[src/hw/rtl/three_nearest_height_estimate_unit_defines.svh]
// Assertion macros for the three-nearest height estimate unit.
// Used by the top level; expects clk and arst_n in the including scope.
`ifndef THREE_NEAREST_HEIGHT_ESTIMATE_UNIT_DEFINES_SVH
`define THREE_NEAREST_HEIGHT_ESTIMATE_UNIT_DEFINES_SVH
`ifndef ASSERT_OFF
`define TNHE_ASSERT(label, prop, msg) \
	label: assert property (@(posedge clk) disable iff (!arst_n) (prop)) else $error(msg);
`define TNHE_ASSERT_IMPLY(label, ante, cons, msg) \
	label: assert property (@(posedge clk) disable iff (!arst_n) (ante) |-> (cons)) else $error(msg);
`else
`define TNHE_ASSERT(label, prop, msg)
`define TNHE_ASSERT_IMPLY(label, ante, cons, msg)
`endif
`endif

[src/hw/rtl/tnhe_pkg.sv]
// Types and constants of the three-nearest height estimate unit.
// No dependencies; used by every module of the block.
package tnhe_pkg;

	localparam int COORD_BITS = 24;
	localparam int DIFF_BITS  = COORD_BITS + 1;
	localparam int SQ_BITS    = 2 * DIFF_BITS;
	localparam int DIST_BITS  = SQ_BITS + 1;
	localparam int CNT_BITS   = 2;
	localparam int CFG_INDEX_BITS = 1;

	// 0.0001 in unsigned Q27.24
	localparam logic [DIST_BITS-1:0] EXACT_THRESH = DIST_BITS'(1678);

	localparam logic [CFG_INDEX_BITS-1:0] CFG_QUERY_X = 1'b0;
	localparam logic [CFG_INDEX_BITS-1:0] CFG_QUERY_Z = 1'b1;

	localparam logic [CNT_BITS-1:0] CNT_ONE  = 2'd1;
	localparam logic [CNT_BITS-1:0] CNT_TWO  = 2'd2;
	localparam logic [CNT_BITS-1:0] CNT_FULL = 2'd3;

	typedef logic signed [COORD_BITS-1:0] coord_t;
	typedef logic [DIST_BITS-1:0] dist_t;

	typedef struct packed {
		coord_t vert_x;
		coord_t vert_y;
		coord_t vert_z;
		logic   last_vertex;
	} in_t;

	typedef struct packed {
		coord_t height_out;
		logic   found;
		logic   exact_hit;
	} out_t;

	// one classified vertex on its way from front to back
	typedef struct packed {
		dist_t  dist_sq;
		coord_t height;
		logic   counted;
		logic   last;
	} work_t;

	typedef struct packed {
		logic full;
		logic empty;
	} q_stat_t;

endpackage

[src/hw/rtl/tnhe_front.sv]
// Front end: accepts vertices, marks counted positions and forms the squared
// horizontal distance over two stages. Depends on tnhe_pkg.
module tnhe_front (
	input  logic             clk,
	input  logic             arst_n,
	input  logic             in_valid,
	output logic             in_ready,
	input  tnhe_pkg::in_t    in_item,
	input  tnhe_pkg::coord_t query_x,
	input  tnhe_pkg::coord_t query_z,
	input  logic             q_full,
	output logic             push,
	output tnhe_pkg::work_t  push_item
);

	logic parity_q;

	logic                                v_s1;
	logic [tnhe_pkg::DIFF_BITS-1:0]      ax_s1;
	logic [tnhe_pkg::DIFF_BITS-1:0]      az_s1;
	tnhe_pkg::coord_t                    h_s1;
	logic                                cnt_s1;
	logic                                last_s1;

	logic                                v_s2;
	logic [tnhe_pkg::SQ_BITS-1:0]        sqx_s2;
	logic [tnhe_pkg::SQ_BITS-1:0]        sqz_s2;
	tnhe_pkg::coord_t                    h_s2;
	logic                                cnt_s2;
	logic                                last_s2;

	logic signed [tnhe_pkg::DIFF_BITS-1:0] dx;
	logic signed [tnhe_pkg::DIFF_BITS-1:0] dz;
	logic                                  rdy_s1;
	logic                                  rdy_s2;
	logic                                  acc;

	assign rdy_s2   = !v_s2 || !q_full;
	assign rdy_s1   = !v_s1 || rdy_s2;
	assign in_ready = rdy_s1;
	assign acc      = in_valid && rdy_s1;
	assign push     = v_s2 && !q_full;

	assign dx = tnhe_pkg::DIFF_BITS'(in_item.vert_x) - tnhe_pkg::DIFF_BITS'(query_x);
	assign dz = tnhe_pkg::DIFF_BITS'(in_item.vert_z) - tnhe_pkg::DIFF_BITS'(query_z);

	always_ff @(posedge clk or negedge arst_n) begin
		if (!arst_n) begin
			parity_q <= 1'b0;
			v_s1     <= 1'b0;
			v_s2     <= 1'b0;
		end else begin
			if (acc) begin
				parity_q <= in_item.last_vertex ? 1'b0 : ~parity_q;
			end
			if (rdy_s1) begin
				v_s1 <= in_valid;
			end
			if (rdy_s2) begin
				v_s2 <= v_s1;
			end
		end
	end

	always_ff @(posedge clk) begin
		if (acc) begin
			ax_s1   <= dx[tnhe_pkg::DIFF_BITS-1] ? tnhe_pkg::DIFF_BITS'(-dx)
			                                     : tnhe_pkg::DIFF_BITS'(dx);
			az_s1   <= dz[tnhe_pkg::DIFF_BITS-1] ? tnhe_pkg::DIFF_BITS'(-dz)
			                                     : tnhe_pkg::DIFF_BITS'(dz);
			h_s1    <= in_item.vert_y;
			cnt_s1  <= !parity_q;
			last_s1 <= in_item.last_vertex;
		end
		if (rdy_s2 && v_s1) begin
			sqx_s2  <= tnhe_pkg::SQ_BITS'(ax_s1) * tnhe_pkg::SQ_BITS'(ax_s1);
			sqz_s2  <= tnhe_pkg::SQ_BITS'(az_s1) * tnhe_pkg::SQ_BITS'(az_s1);
			h_s2    <= h_s1;
			cnt_s2  <= cnt_s1;
			last_s2 <= last_s1;
		end
	end

	// sum cannot overflow: each square is below 2^49
	assign push_item.dist_sq = tnhe_pkg::DIST_BITS'(sqx_s2) + tnhe_pkg::DIST_BITS'(sqz_s2);
	assign push_item.height  = h_s2;
	assign push_item.counted = cnt_s2;
	assign push_item.last    = last_s2;

endmodule

[src/hw/rtl/tnhe_queue.sv]
// Short FIFO of classified vertices between front and back.
// Flip-flop storage, head read directly. Depends on tnhe_pkg.
module tnhe_queue #(
	parameter int DEPTH = 4
) (
	input  logic              clk,
	input  logic              arst_n,
	input  logic              push,
	input  tnhe_pkg::work_t   push_item,
	input  logic              pop,
	output tnhe_pkg::work_t   head_item,
	output tnhe_pkg::q_stat_t stat
);

	localparam int PTR_BITS = $clog2(DEPTH);
	localparam int LVL_BITS = $clog2(DEPTH + 1);

	tnhe_pkg::work_t     mem_q [DEPTH];
	logic [PTR_BITS-1:0] wr_ptr_q;
	logic [PTR_BITS-1:0] rd_ptr_q;
	logic [LVL_BITS-1:0] level_q;

	assign stat.full  = (level_q == LVL_BITS'(DEPTH));
	assign stat.empty = (level_q == '0);
	assign head_item  = mem_q[rd_ptr_q];

	always_ff @(posedge clk or negedge arst_n) begin
		if (!arst_n) begin
			wr_ptr_q <= '0;
			rd_ptr_q <= '0;
			level_q  <= '0;
		end else begin
			if (push) begin
				wr_ptr_q <= (wr_ptr_q == PTR_BITS'(DEPTH - 1)) ? '0 : wr_ptr_q + 1'b1;
			end
			if (pop) begin
				rd_ptr_q <= (rd_ptr_q == PTR_BITS'(DEPTH - 1)) ? '0 : rd_ptr_q + 1'b1;
			end
			if (push && !pop) begin
				level_q <= level_q + 1'b1;
			end else if (pop && !push) begin
				level_q <= level_q - 1'b1;
			end
		end
	end

	always_ff @(posedge clk) begin
		if (push) begin
			mem_q[wr_ptr_q] <= push_item;
		end
	end

endmodule

[src/hw/rtl/tnhe_back.sv]
// Back end: three-slot nearest insertion, end-of-run finish stage and the
// result register. Depends on tnhe_pkg.
module tnhe_back (
	input  logic            clk,
	input  logic            arst_n,
	input  logic            head_valid,
	input  tnhe_pkg::work_t head_item,
	output logic            pop,
	output logic            out_valid,
	input  logic            out_ready,
	output tnhe_pkg::out_t  out_item
);

	tnhe_pkg::dist_t               dist_q [3];
	tnhe_pkg::coord_t              hgt_q  [3];
	logic [tnhe_pkg::CNT_BITS-1:0] cnt_q;

	logic                          fin_v_s1;
	tnhe_pkg::dist_t               fin_d0_s1;
	tnhe_pkg::coord_t              fin_h_s1 [3];
	logic [tnhe_pkg::CNT_BITS-1:0] fin_cnt_s1;

	logic            out_valid_q;
	tnhe_pkg::out_t  out_item_q;

	tnhe_pkg::dist_t               nd [3];
	tnhe_pkg::coord_t              nh [3];
	logic [tnhe_pkg::CNT_BITS-1:0] ncnt;
	logic [2:0]                    take;
	logic                          p0, p1, p2;
	logic                          out_free;
	logic                          fin_ready;

	tnhe_pkg::coord_t                mn, mx;
	logic signed [tnhe_pkg::COORD_BITS:0] sum;
	tnhe_pkg::out_t                  res;

	assign out_free  = !out_valid_q || out_ready;
	assign fin_ready = !fin_v_s1 || out_free;
	assign pop       = head_valid && (!head_item.last || fin_ready);

	// a slot takes the vertex if unfilled or strictly farther; ties keep the older one
	assign take[0] = (cnt_q == '0) || (dist_q[0] > head_item.dist_sq);
	assign take[1] = (cnt_q <= tnhe_pkg::CNT_ONE) || (dist_q[1] > head_item.dist_sq);
	assign take[2] = (cnt_q <= tnhe_pkg::CNT_TWO) || (dist_q[2] > head_item.dist_sq);
	assign p0 = head_item.counted && take[0];
	assign p1 = head_item.counted && !take[0] && take[1];
	assign p2 = head_item.counted && !take[0] && !take[1] && take[2];

	always_comb begin
		nd[0] = p0 ? head_item.dist_sq : dist_q[0];
		nh[0] = p0 ? head_item.height  : hgt_q[0];
		nd[1] = p0 ? dist_q[0] : (p1 ? head_item.dist_sq : dist_q[1]);
		nh[1] = p0 ? hgt_q[0]  : (p1 ? head_item.height  : hgt_q[1]);
		nd[2] = (p0 || p1) ? dist_q[1] : (p2 ? head_item.dist_sq : dist_q[2]);
		nh[2] = (p0 || p1) ? hgt_q[1]  : (p2 ? head_item.height  : hgt_q[2]);
		ncnt  = ((p0 || p1 || p2) && (cnt_q != tnhe_pkg::CNT_FULL)) ? cnt_q + 1'b1 : cnt_q;
	end

	always_ff @(posedge clk or negedge arst_n) begin
		if (!arst_n) begin
			cnt_q       <= '0;
			fin_v_s1    <= 1'b0;
			out_valid_q <= 1'b0;
		end else begin
			if (pop) begin
				cnt_q <= head_item.last ? '0 : ncnt;
			end
			if (pop && head_item.last) begin
				fin_v_s1 <= 1'b1;
			end else if (out_free) begin
				fin_v_s1 <= 1'b0;
			end
			if (fin_v_s1 && out_free) begin
				out_valid_q <= 1'b1;
			end else if (out_ready) begin
				out_valid_q <= 1'b0;
			end
		end
	end

	always_ff @(posedge clk) begin
		if (pop && !head_item.last) begin
			dist_q <= nd;
			hgt_q  <= nh;
		end
		if (pop && head_item.last) begin
			fin_d0_s1  <= nd[0];
			fin_h_s1   <= nh;
			fin_cnt_s1 <= ncnt;
		end
		if (fin_v_s1 && out_free) begin
			out_item_q <= res;
		end
	end

	// finish: min and max over the filled slots only
	always_comb begin
		mn = fin_h_s1[0];
		mx = fin_h_s1[0];
		if (fin_cnt_s1 >= tnhe_pkg::CNT_TWO) begin
			if (fin_h_s1[1] < mn) mn = fin_h_s1[1];
			if (fin_h_s1[1] > mx) mx = fin_h_s1[1];
		end
		if (fin_cnt_s1 == tnhe_pkg::CNT_FULL) begin
			if (fin_h_s1[2] < mn) mn = fin_h_s1[2];
			if (fin_h_s1[2] > mx) mx = fin_h_s1[2];
		end
		sum = (tnhe_pkg::COORD_BITS + 1)'(mn) + (tnhe_pkg::COORD_BITS + 1)'(mx);
		res.found     = (fin_cnt_s1 != '0);
		res.exact_hit = res.found && (fin_d0_s1 < tnhe_pkg::EXACT_THRESH);
		if (!res.found) begin
			res.height_out = '0;
		end else if (res.exact_hit) begin
			res.height_out = fin_h_s1[0];
		end else begin
			res.height_out = sum[tnhe_pkg::COORD_BITS:1];
		end
	end

	assign out_valid = out_valid_q;
	assign out_item  = out_item_q;

endmodule

[src/hw/rtl/three_nearest_height_estimate_unit.sv]
// Top level of the three-nearest height estimate unit: query registers,
// front, queue and back. Depends on tnhe_pkg, tnhe_front, tnhe_queue, tnhe_back.
//
// channel   direction  handshake            payload
// in        input      in_valid / in_ready  in_item   (tnhe_pkg::in_t)
// out       output     out_valid/out_ready  out_item  (tnhe_pkg::out_t)
// cfg       input      cfg_we               cfg_index, cfg_data
//
// One vertex per cycle sustained unless the output stalls; the back's slot update is a
// feedback loop on the slot registers. out_valid follows an accepted last vertex via
// second distance stage, queue write, finish-register slot insertion, result register.
// Reset clears all control state; query registers reset to zero; no clearing pass.
// A stalled output fills the result register, finish stage, queue and front stages
// before in_ready drops; the queue holds QUEUE_DEPTH transactions.
`include "three_nearest_height_estimate_unit_defines.svh"

module three_nearest_height_estimate_unit #(
	parameter int QUEUE_DEPTH = 4
) (
	input  logic                                    clk,
	input  logic                                    arst_n,
	input  logic                                    in_valid,
	output logic                                    in_ready,
	input  tnhe_pkg::in_t                           in_item,
	output logic                                    out_valid,
	input  logic                                    out_ready,
	output tnhe_pkg::out_t                          out_item,
	input  logic                                    cfg_we,
	input  logic [tnhe_pkg::CFG_INDEX_BITS-1:0]     cfg_index,
	input  logic [tnhe_pkg::COORD_BITS-1:0]         cfg_data
);

	tnhe_pkg::coord_t  query_x_q;
	tnhe_pkg::coord_t  query_z_q;
	logic              q_push;
	logic              q_pop;
	tnhe_pkg::work_t   push_item;
	tnhe_pkg::work_t   head_item;
	tnhe_pkg::q_stat_t q_stat;

	always_ff @(posedge clk or negedge arst_n) begin
		if (!arst_n) begin
			query_x_q <= '0;
			query_z_q <= '0;
		end else if (cfg_we) begin
			unique case (cfg_index)
				tnhe_pkg::CFG_QUERY_X: query_x_q <= cfg_data;
				tnhe_pkg::CFG_QUERY_Z: query_z_q <= cfg_data;
				default: ;
			endcase
		end
	end

	tnhe_front u_front (
		.clk       (clk),
		.arst_n    (arst_n),
		.in_valid  (in_valid),
		.in_ready  (in_ready),
		.in_item   (in_item),
		.query_x   (query_x_q),
		.query_z   (query_z_q),
		.q_full    (q_stat.full),
		.push      (q_push),
		.push_item (push_item)
	);

	tnhe_queue #(
		.DEPTH (QUEUE_DEPTH)
	) u_queue (
		.clk       (clk),
		.arst_n    (arst_n),
		.push      (q_push),
		.push_item (push_item),
		.pop       (q_pop),
		.head_item (head_item),
		.stat      (q_stat)
	);

	tnhe_back u_back (
		.clk        (clk),
		.arst_n     (arst_n),
		.head_valid (!q_stat.empty),
		.head_item  (head_item),
		.pop        (q_pop),
		.out_valid  (out_valid),
		.out_ready  (out_ready),
		.out_item   (out_item)
	);

	`TNHE_ASSERT(a_q_stat_sane, !(q_stat.full && q_stat.empty), "queue both full and empty")
	`TNHE_ASSERT_IMPLY(a_no_push_full, q_push, !q_stat.full, "push into full queue")
	`TNHE_ASSERT_IMPLY(a_hit_found, out_valid && out_item.exact_hit, out_item.found, "hit without vertex")
	`TNHE_ASSERT_IMPLY(a_empty_run, out_valid && !out_item.found, (out_item.height_out == '0) && !out_item.exact_hit, "empty run result not cleared")

endmodule
[config.mk]
export PLATFORM = sky130hd
export DESIGN_NAME = three_nearest_height_estimate_unit
export DESIGN_NICKNAME = d
export VERILOG_FILES = /design/src/hw/rtl/tnhe_pkg.sv /design/src/hw/rtl/tnhe_front.sv /design/src/hw/rtl/tnhe_queue.sv /design/src/hw/rtl/tnhe_back.sv /design/src/hw/rtl/three_nearest_height_estimate_unit.sv
export VERILOG_INCLUDE_DIRS = /design/src /design/src/hw/rtl
export SDC_FILE = /design/constraint.sdc
export NUM_CORES = 2
export LEC_CHECK = 0
export ABC_CLOCK_PERIOD_IN_PS = 12200
export CORE_UTILIZATION = 60
export CTS_BUF_LIST = sky130_fd_sc_hd__clkbuf_8
export DETAILED_ROUTE_END_ITERATION = 12
export DONT_BUFFER_PORTS = 1
export GPL_TIMING_DRIVEN = 0
export PLACE_DENSITY = 0.81
export SLEW_MARGIN = 0
export SYNTH_ARGS = -nofsm -noshare
export SYNTH_HDL_FRONTEND = slang
export SYNTH_HIERARCHICAL = 1
export SYNTH_SLANG_ARGS = --single-unit
[constraint.sdc]
create_clock -name clk -period 12.2 [get_ports clk]
set_input_delay 2.44 -clock clk [delete_from_list [all_inputs] [get_ports clk]]
set_output_delay 2.44 -clock clk [all_outputs]
set_load 0.005 [all_outputs]
==> flow_summary.toml <==
[synthesis]
yosys.cell_types.count = 100
synth.mux.area_fraction_pct = 5.47
yosysSeqAreaShare_pct = 33.5
synthSimpleGateAreaFrac_pct = 8.64
synth-compound-area-share_pct = 8.20
synth_top_family_by_area = "adder cells"
synth.most_common_cell = "inv_1"
synth_area_um2 = 83700
synthAdderAreaFrac_pct = 33.3
synth-edff-count = 883
synth_common_cells = "1600 x inv_1, 936 x fa_1, 883 x edfxtp_1"
synth-xor-area-share_pct = 2.52
syn_avg_cell_area_um2 = 11.1
synth_ff_type = "edfxtp_1"
netlist_instances = 7551
synthArstFlopShare_pct = 6.56
ys_warn_count = 6
synth_area_leaders = "edfxtp_1 32%, fa_1 22%, ha_1 11%"
yosys.area.top_type = "edfxtp_1"
ys_seq_elements = 945
synth_top_area_share_pct = 31.7
syn_nets = 9318

[drt]
first_pass_iters = 9
viasPerCell = 5.87
vias = 56900
first_iter_violations = 4858
drtAntennaViolNets = 0
wl_mm = 210
post-route-drc-count = 0
wl_per_cell_um = 21.7

[floorplan]
start_util_pct = 60.7
dieHeight_um = 376
ioPinCount = 131
fp.coreArea_um2 = 138000
num_rows = 136
die_area_um2 = 141000
die_x_um = 376

[clock_network]
cts_buffers = 147
cts_setup_buffers = 0
cts.htree.levels = 4
cts_resized = 0
cts_root_buf = "clkbuf_8"
cts_hold_buffers = 0
cts_tree = "built"
cts_buffer_depth = 3
clk_pin_slew_ns = 0.08
clock-sinks = 945
clk_latency_ns = 0.88

[final_layout]
stdcell_count = 9697
fillers = 10300
seqCellArea_um2 = 28100
nets = 9482
synthToLayoutAreaGrowth_pct = 6.55
design_area_um2 = 89200
multi_input_area_um2 = 48700
layout-drive-gt1-share_pct = 6.78

[min_path]
min_path_type = "reg2reg"
min_from = "u_front/h_s1[9]"

[flow_run]
maxCapViolations = 0

[setup_path]
worstPathRequired_ns = 12.78
critPathSlowestCell = "nor4_1"
reg2reg_from = "u_back/fin_h_s1[71]"
worst_ep_arrival_time_ns = 10.50
cp-startpoint = "u_back/fin_h_s1[71]"
crit_path_start_kind = "flop"
crit_fanout = 10
path_class = "reg2reg"
cpPeakStageDelay_ns = 0.65
endpoint_kind = "flop"

[sta]
fmax_mhz = 101
slew_viol_final = 0
max-slew-margin-rel_pct = 28.5
rsz0062_at_grt = "no"
finalHoldViolCount = 0
setup_viol = 0
timing.final.crit_period_ns = 9.92
clock-skew-final_ns = 0.0667
fin_tns_setup_ns = 0
worst_pin_slew_ns = 1.06
timing.final.crit_share_pct = 81.3

[placement]
place.gp.congestion = 0.993
hpwl_mm = 167
port_buffers = 0
dp_cells = 9428
place_area_um2 = 86400

[global_routing]
grt_remaining_overflow = 0
grt_max_degree = 76
grt_util_all_layers_pct = 30.3
antenna_found_initial = 1
grt_pass1_wl_mm = 328
grt_pass1_vias = 60100

[run_status]
status = "finished clean"
## registers in the layout, indices dropped and copies added, names as in the netlist, 3 cells and up
signal,flops
u_front/h_s1,24
u_back/dist_q,153
u_queue/level_q,3
u_queue/mem_q,308
u_back/fin_d0_s1,50
u_back/fin_h_s1,72
u_back/hgt_q,72
u_back/out_item,26
u_front/ax_s1,25
u_front/h_s2,24
u_front/sqx_s2,49
u_front/az_s1,25
query_z_q,24
u_front/sqz_s2,49
query_x_q,24
## through the flow
step                hold WS (ns)  utilization, %  worst slack (ns)
floorplan                  0.400               -              1.99
global placement           0.404            62.4             -1.92
detailed placement         0.405            62.6              2.52
CTS                        0.418            64.6              2.49
global route               0.421            64.6              1.67
finish                     0.419            64.6              2.28
## worst max-delay path, delay by kind of cell (launching register included)
family,cells,cell delay (ns)
muxes,3,0.97
and+or+nand+nor,11,2.97
AOI/OAI and AO/OA,11,2.69
DFF,1,0.45
adders and majority gates,3,1.12
buffers and inverters,5,1.46
## routing by layer
layer | vias to the layer above | wire length [um] | global-route usage (%)
met5 | - | 0 | 0
li1 | 25400 | - | -
met3 | 583 | 17500 | 6.01
met2 | 2671 | 101000 | 50.7
met1 | 28200 | 81900 | 38.3
met4 | 0 | 9780 | 13.2
## cell families (layout without fill, tap and decap cells)
kind of cell | Yosys count | count (layout)
AOI/OAI and AO/OA | 1064 | 1064
xor gates and xnor gates | 241 | 241
adders and majority gates | 1664 | 1664
buffers and inverters | 1832 | 2113
DFF | 945 | 945
muxes | 333 | 333
other | 0 | 2
and+or+nand+nor | 1472 | 1472
## placed cells by master (no fill, tap or decap), types with 18 or more instances in the layout
cell type,n
inv_1,1642
fa_1,936
edfxtp_1,883
ha_1,728
nand2_1,556
a21oi_1,285
and2_1,252
nor2_1,237
o21ai_0,229
clkbuf_1,197
a21o_1,171
xnor2_1,156
clkbuf_8,151
mux2_2,134
mux2i_1,98
xor2_1,85
mux4_2,77
nand3_1,70
nand4_1,64
dfrtp_1,62
nor2b_1,56
o22ai_1,55
nor3_1,53
o21a_1,46
nand2b_1,42
a31oi_1,33
and3_1,30
a311oi_1,30
clkinv_2,28
o21bai_1,28
clkinv_1,24
o211ai_1,23
mux2_4,21
a211oi_1,21
nor4_1,19
or2_2,18
## path summary, 6_finish.rpt
path | end | slack [ns] | cells past startpoint
worst max-delay path | u_back/out_item[23] | 2.28 | 33
worst min-delay path | u_front/h_s2[9] | 0.42 | 0
worst max register to register | u_back/out_item[23] | 2.28 | 33
worst min register to register | u_front/h_s2[9] | 0.42 | 0
max in group asynchronous | u_queue/level_q[1] | 10.78 | 0
min in group asynchronous | u_back/cnt_q[1] | 1.26 | 0
## area by class of cell
type	count	area share, %
multi-input cells	4774	54.6
clock inverters	115	0.738
flip-flops and latches	945	31.5
diodes	2	0.00561
well taps	1863	2.61
inverters	1600	6.74
plain buffers	232	1.13
repair buffers	15	0.407
clock buffers	151	2.33
Power is left out: the tool's default activity adds up to more than one toggle a clock period on the data nets, which glitch-free logic cannot reach.
